--- src/rtl/track_gap_interpolator_macros.svh ---
// assertion helpers for the gap interpolator
`ifndef TRACK_GAP_INTERPOLATOR_MACROS_SVH
`define TRACK_GAP_INTERPOLATOR_MACROS_SVH

`define TGI_ASSERT_IMPL(label, ante, cons, msg) \
  label: assert property (@(posedge clk) disable iff (!rst_n) (ante) |-> (cons)) \
    else $error(msg);

`define TGI_ASSERT_NEXT(label, ante, cons, msg) \
  label: assert property (@(posedge clk) disable iff (!rst_n) (ante) |=> (cons)) \
    else $error(msg);

`endif

--- src/rtl/tgi_pkg.sv ---
package tgi_pkg;

  localparam int unsigned MAX_GAP_DEF       = 64;
  localparam int unsigned FRACTION_BITS_DEF = 16;

  localparam logic [1:0] ST_OK        = 2'd0;
  localparam logic [1:0] ST_DROPPED   = 2'd1;
  localparam logic [1:0] ST_GAP_LONG  = 2'd2;

  typedef struct packed {
    logic        [31:0] key_frame;
    logic        [47:0] key_time;
    logic signed [23:0] key_left;
    logic signed [23:0] key_top;
    logic signed [23:0] key_right;
    logic signed [23:0] key_bottom;
    logic        [15:0] key_confidence;
  } in_item_t;

  typedef struct packed {
    logic        [31:0] out_frame;
    logic        [47:0] out_time;
    logic signed [23:0] out_left;
    logic signed [23:0] out_top;
    logic signed [23:0] out_right;
    logic signed [23:0] out_bottom;
    logic        [15:0] out_confidence;
    logic               is_key;
    logic               last_of_run;
    logic        [1:0]  status;
  } out_item_t;

  // classified job handed from front to back
  typedef struct packed {
    in_item_t    key;
    logic [6:0]  gap;      // fill count + 1 when filling, else 0
    logic [1:0]  status;
    logic        is_key;
  } job_t;

  typedef enum logic [2:0] {
    BK_IDLE, BK_DIV, BK_MUL, BK_ACC, BK_EMIT, BK_KEY
  } bk_state_t;

endpackage

--- src/rtl/tgi_front.sv ---
module tgi_front #(
  parameter int unsigned MAX_GAP = tgi_pkg::MAX_GAP_DEF
) (
  input  logic              clk,
  input  logic              rst_n,
  input  logic              in_valid,
  output logic              in_ready,
  input  tgi_pkg::in_item_t in_data,
  output logic              q_valid,
  input  logic              q_ready,
  output tgi_pkg::job_t     q_job
);

  // two-entry queue between classifier and back end
  tgi_pkg::job_t mem_r [2];
  logic          wp_r, rp_r;
  logic [1:0]    cnt_r;
  logic          have_prev_r;
  logic [31:0]   prev_frame_r;
  logic [32:0]   diff;
  tgi_pkg::job_t job;
  logic          push, pop;

  assign in_ready = (cnt_r != 2'd2);
  assign push     = in_valid && in_ready;
  assign q_valid  = (cnt_r != 2'd0);
  assign pop      = q_valid && q_ready;
  assign q_job    = mem_r[rp_r];
  assign diff     = {1'b0, in_data.key_frame} - {1'b0, prev_frame_r};

  always_comb begin
    job.key    = in_data;
    job.gap    = '0;
    job.status = tgi_pkg::ST_OK;
    job.is_key = 1'b1;
    if (have_prev_r) begin
      if (in_data.key_frame <= prev_frame_r) begin
        job.status = tgi_pkg::ST_DROPPED;
        job.is_key = 1'b0;
      end else if (diff > 33'(MAX_GAP)) begin
        job.status = tgi_pkg::ST_GAP_LONG;
      end else begin
        job.gap = diff[6:0];
      end
    end
  end

  always_ff @(posedge clk) begin
    if (push) mem_r[wp_r] <= job;
    if (!rst_n) begin
      wp_r <= 1'b0;
      rp_r <= 1'b0;
      cnt_r <= '0;
      have_prev_r <= 1'b0;
      prev_frame_r <= '0;
    end else begin
      if (push) begin
        wp_r <= ~wp_r;
        if (job.status != tgi_pkg::ST_DROPPED) begin
          have_prev_r <= 1'b1;
          prev_frame_r <= in_data.key_frame;
        end
      end
      if (pop) rp_r <= ~rp_r;
      cnt_r <= cnt_r + 2'(push) - 2'(pop);
    end
  end

endmodule

--- config.mk ---
export PLATFORM = sky130hd
export DESIGN_NAME = tgi_front
export DESIGN_NICKNAME = d
export VERILOG_FILES = /design/src/rtl/track_gap_interpolator_macros.svh /design/src/rtl/tgi_pkg.sv /design/src/rtl/tgi_front.sv
export SDC_FILE = /design/constraint.sdc
export NUM_CORES = 1
export LEC_CHECK = 0
export BUFFER_PORTS_ARGS = -buffer_cell sky130_fd_sc_hd__clkbuf_2
export CORE_ASPECT_RATIO = 1.25
export CORE_MARGIN = 3
export CORE_UTILIZATION = 40
export DETAILED_ROUTE_END_ITERATION = 12
export PLACE_DENSITY = 0.66
export RECOVER_POWER = 25
export SLEW_MARGIN = 10
export SYNTH_ARGS = -nofsm -noshare
export SYNTH_HDL_FRONTEND = slang
export SYNTH_SLANG_ARGS = --single-unit
--- constraint.sdc ---
create_clock -name clk -period 10.23 [get_ports clk]
set_input_delay 1.5345 -clock clk [delete_from_list [all_inputs] [get_ports clk]]
set_output_delay 1.5345 -clock clk [all_outputs]
set_load 0.005 [all_outputs]
======== After elaboration in Yosys (flattened, before gate mapping) ========
Memory sizes are Yosys's and may differ from the RTL's. A register that Yosys moved wholly into a read port is not among the register bits.
Cells that the tools add are included.
storage, ports and cells
  bits in registers ....................... 37
  bits in writable memories ............... 404
  input port bits ......................... 196
  output and inout port bits .............. 204
  word-level logic and storage cells ...... 29
  memories ................................ 1
cells by class
  add/subtract/negate cells ............... 3
  order comparisons ....................... 2
  equal/unequal tests ..................... 2
  muxes and demuxes ....................... 10
  bitwise gates (word level) .............. 2
  reductions and logical operators ........ 4
memory list
  name   depth  bits a word  read ports  clocked after memory_dff  wr ports  RTL line         RTL
  mem_r  2      202          1           1                         1         tgi_front.sv:15  tgi_pkg::job_t mem_r [2];
operators by type and width
  operator                                                                           number
  33-bit by 7-bit greater-than comparator with 1-bit output (second input constant)  1
  32-bit by 32-bit subtractor with 33-bit output                                     1
  32-bit less-or-equal comparator                                                    1
  7-bit 2-to-1 mux                                                                   2
  10-bit 2-to-1 mux                                                                  1
  1-bit 2-to-1 mux                                                                   5
  2-bit 2-to-1 mux                                                                   2
  2-bit by 1-bit adder with 2-bit output                                             1
  1-bit logical AND                                                                  2
  2-bit by 1-bit != test with 1-bit output (second input constant)                   1
  2-bit != test (second input constant)                                              1
  1-bit inverter                                                                     2
  2-bit AND reduction                                                                1
  2-bit nonzero test                                                                 1
  2-bit by 1-bit subtractor with 2-bit output                                        1

======== Logic depth before layout (Yosys ltp) ========
  word-level depth ........................ 7
  depth in mapped cells ................... 14
  depth with buffers taken out ............ 13

======== Worst setup path before layout ========
Ideal clock, no wire load.
  path type ............................... input to register
  from .................................... input port in_valid
  to ...................................... register wp_r
  setup time .............................. 0.097 ns
  data arrival time ....................... 10.707 ns
  data required time ...................... 10.133 ns
  setup slack ............................. -0.574 ns
  stages .................................. 3
  buffers on the path ..................... 0
  cell sequence ........................... nand2_1 -> nor2_1 -> o21a_1
between the ends
  word-level cells in the longest chain between the ends .. 1
ends and longest elaborated chain
  what                  RTL line         RTL
  from (decl)           tgi_front.sv:6   input logic in_valid,
  1-bit logical AND     tgi_front.sv:25  assign push = in_valid && in_ready;
  to (signal assigned)  tgi_front.sv:58  wp_r <= ~wp_r;
  to (decl)             tgi_front.sv:16  logic wp_r, rp_r;
Every way passes these cells.
A chain may end at the register's enable or synchronous reset.

==> flow_summary.toml <==
[finish]
fill_cells = 3880
fin_util_pct = 49.1
final_cell_mix = "edfxtp_1 (404), clkbuf_2 (311), mux2_2 (202), clkbuf_1 (98), inv_1 (47)"
nets = 1760
synthToLayoutAreaGrowth_pct = 21.0
drive_gt1_share_pct = 38.5
final_cell_count_no_fill = 2138
layout.cells.most_common = "edfxtp_1"
diodes = 0
final_area_mm2 = 0.0222

[worst_setup_path]
path_max_fanout = 52
ff2ff_setup_slack_ns = 6.47
required_ns = 8.70
worstSetupStartpointType = "register"
arrival_ns = 3.33
critical_path_class = "reg -> out"
end_kind = "output pin"
worstRegToRegCells = 12

[detailed_routing]
wire_per_inst_um = 19.6
ant_nets = 0
drt-vias-per-instance = 5.12
dr.pass1.iters = 5
postRouteWirelength_um = 41900
drc = 0
num_vias = 11000
drt_iter0_drc = 498

[clocking]
post_cts_resized = 0
clockRootBuffer = "clkbuf_16"
cts_tree = "done"
hold_buffers = 0
cts_max_path_buffers = 3
cts_made_buffers = 44
post-cts-setup-buffer-count = 0
clk_pin_slew_ns = 0.06
clock-sinks = 442
h-tree-depth = 2
clk_latency_ns = 0.57

[floorplan]
die_w_um = 198
initial_utilization_pct = 40.6
fp.dieH_um = 246
io_pins = 400
dieArea_mm2 = 0.0486
num_rows = 87
core_area_mm2 = 0.0453

[sta]
maxSlewViolCount = 0
fin_skew_ns = 0.0261
fmax_ghz = 0.206
fin_setup_tns_ns = 0
finalSetupViolations = 0
fin_crit_ns = 4.86
timing.hold.ws_ns = 0.515
rsz0062_at_grt = "false"
fin_crit_sh_pct = 47.5
slew_headroom_pct = 28.2
worst_slack_ns = 5.37
hold_viol = 0
worst_slew_pin_slew_ns = 1.07

[pwr]
p_per_area_mw_per_mm2 = 228
ir_drop_v = 0.000163
p_leak_nw = 8.09
total_power_mw = 5.07

[yosys]
synthArstFlopShare_pct = 0
synth-edff-count = 404
synth.avg_cell_area_um2 = 16.4
synth_flop_cell = "edfxtp_1"
synth.distinct_cells = 68
ys_ff_latch = 442
yosysSeqAreaShare_pct = 70.2
syn_nets = 1353
netlist_area_mm2 = 0.0184
synthCells = 1122
ys_warn_count = 0

[grt]
grt_pass1_wl_um = 62500
grt_pass1_vias = 11100
antenna_found_initial = 1
grt_remaining_overflow = 0
grt_usage_pct = 16.5
grt_max_degree = 136

[status]
outcome = "complete, no violations"

[worst_hold_path]
min_path_type = "reg -> reg"
worstHoldPathCells = 2

[placement]
place_ws_ns = 5.10
placed_area_mm2 = 0.0210
port_buffers = 399
gp_congestion = 0.894
dp.cells = 2061
detailed_place_hpwl_um = 29800

[flow_run]
maxCapViolCount = 0
## per-layer routing
metal  GRT usage [%]  vias to the layer above  share of wire, %
met2            28.5                      383                49
met3            4.60                       85               8.0
met4            6.33                        0               3.7
met1            19.6                     5373                39
met5               0                        -                 0
li1                -                     5110                 -
## where the power goes
part           switching, mW  leakage, nW  total [mW]  internal (mW)
Sequential            0.0674         4.09        2.29           2.23
Combinational          0.676         3.34        1.24          0.563
Clock                  0.658        0.665        1.54          0.880
Total                   1.40         8.09        5.07           3.67
## layout make-up
cell class	count	area, um^2	area share (%)
Clock buffer	56	1160	5.20
Clock inverter	21	213	0.957
Inverter	47	176	0.793
Multi-Input combinational cell	587	5110	23.0
Sequential cell	442	12900	58.0
Tap cell	578	723	3.25
Timing Repair Buffer	407	1960	8.81
## sequential cells by signal (all words and copies together) (netlist names), named ones only
name	flops
cnt_r	2
rp_r	1
have_prev_r	1
mem_r	404
wp_r	1
prev_frame_r	32
## worst paths after layout
check / start / end
hold / removal: prev_frame_r[23]$_SDFFE_PN0P_ / prev_frame_r[23]$_SDFFE_PN0P_
setup reg to reg: prev_frame_r[0]$_SDFFE_PN0P_ / mem_r[0][9]$_DFFE_PP_
setup / recovery: register / q_job[100]
hold reg to reg: prev_frame_r[23]$_SDFFE_PN0P_ / prev_frame_r[23]$_SDFFE_PN0P_
## synthesized netlist by cell type, types with 3 or more instances
| cell type | count | area share, % |
|---|---|---|
| dfxtp_1 | 38 | 4.1 |
| a41oi_1 | 4 | 0.19 |
| inv_1 | 47 | 0.96 |
| nand3_1 | 11 | 0.30 |
| o211ai_1 | 9 | 0.37 |
| nor4_2 | 4 | 0.27 |
| ha_1 | 34 | 2.3 |
| nand4_1 | 16 | 0.54 |
| or3_1 | 5 | 0.17 |
| a211oi_1 | 3 | 0.12 |
| o21ai_0 | 18 | 0.49 |
| buf_4 | 5 | 0.20 |
| nand2b_1 | 5 | 0.17 |
| xor2_1 | 11 | 0.52 |
| and2_1 | 9 | 0.31 |
| nand2_1 | 31 | 0.63 |
| o31ai_1 | 3 | 0.12 |
| nor2b_1 | 38 | 1.3 |
| a31oi_1 | 3 | 0.10 |
| nor3_1 | 10 | 0.27 |
| and3_1 | 5 | 0.17 |
| edfxtp_1 | 404 | 66 |
| xnor2_1 | 10 | 0.48 |
| a21oi_2 | 3 | 0.14 |
| mux2i_1 | 37 | 2.0 |
| nor2_1 | 18 | 0.37 |
| clkbuf_1 | 28 | 0.57 |
| a21oi_1 | 34 | 0.93 |
| buf_2 | 7 | 0.19 |
| mux2_2 | 202 | 12 |
| o21a_1 | 10 | 0.41 |
| nor3b_1 | 5 | 0.20 |
| a21o_1 | 7 | 0.29 |
| o21ai_1 | 3 | 0.082 |
## cell families after synthesis
kind of cell	synth area share (%)
flops	70.2
mux	14.4
simple gates	5.11
compound gates	4.75
buf+inv	2.15
fa+ha+maj	2.42
xor+xnor	1.00
## worst max-delay path, cell delays in order, from the launching register on
cell and delay (ns):
dfxtp_4 0.71, buf_4 0.67, buf_4 0.69, mux2_2 0.46
clkbuf_2 0.14
Note: power is estimated with default switching activity, not from simulation.
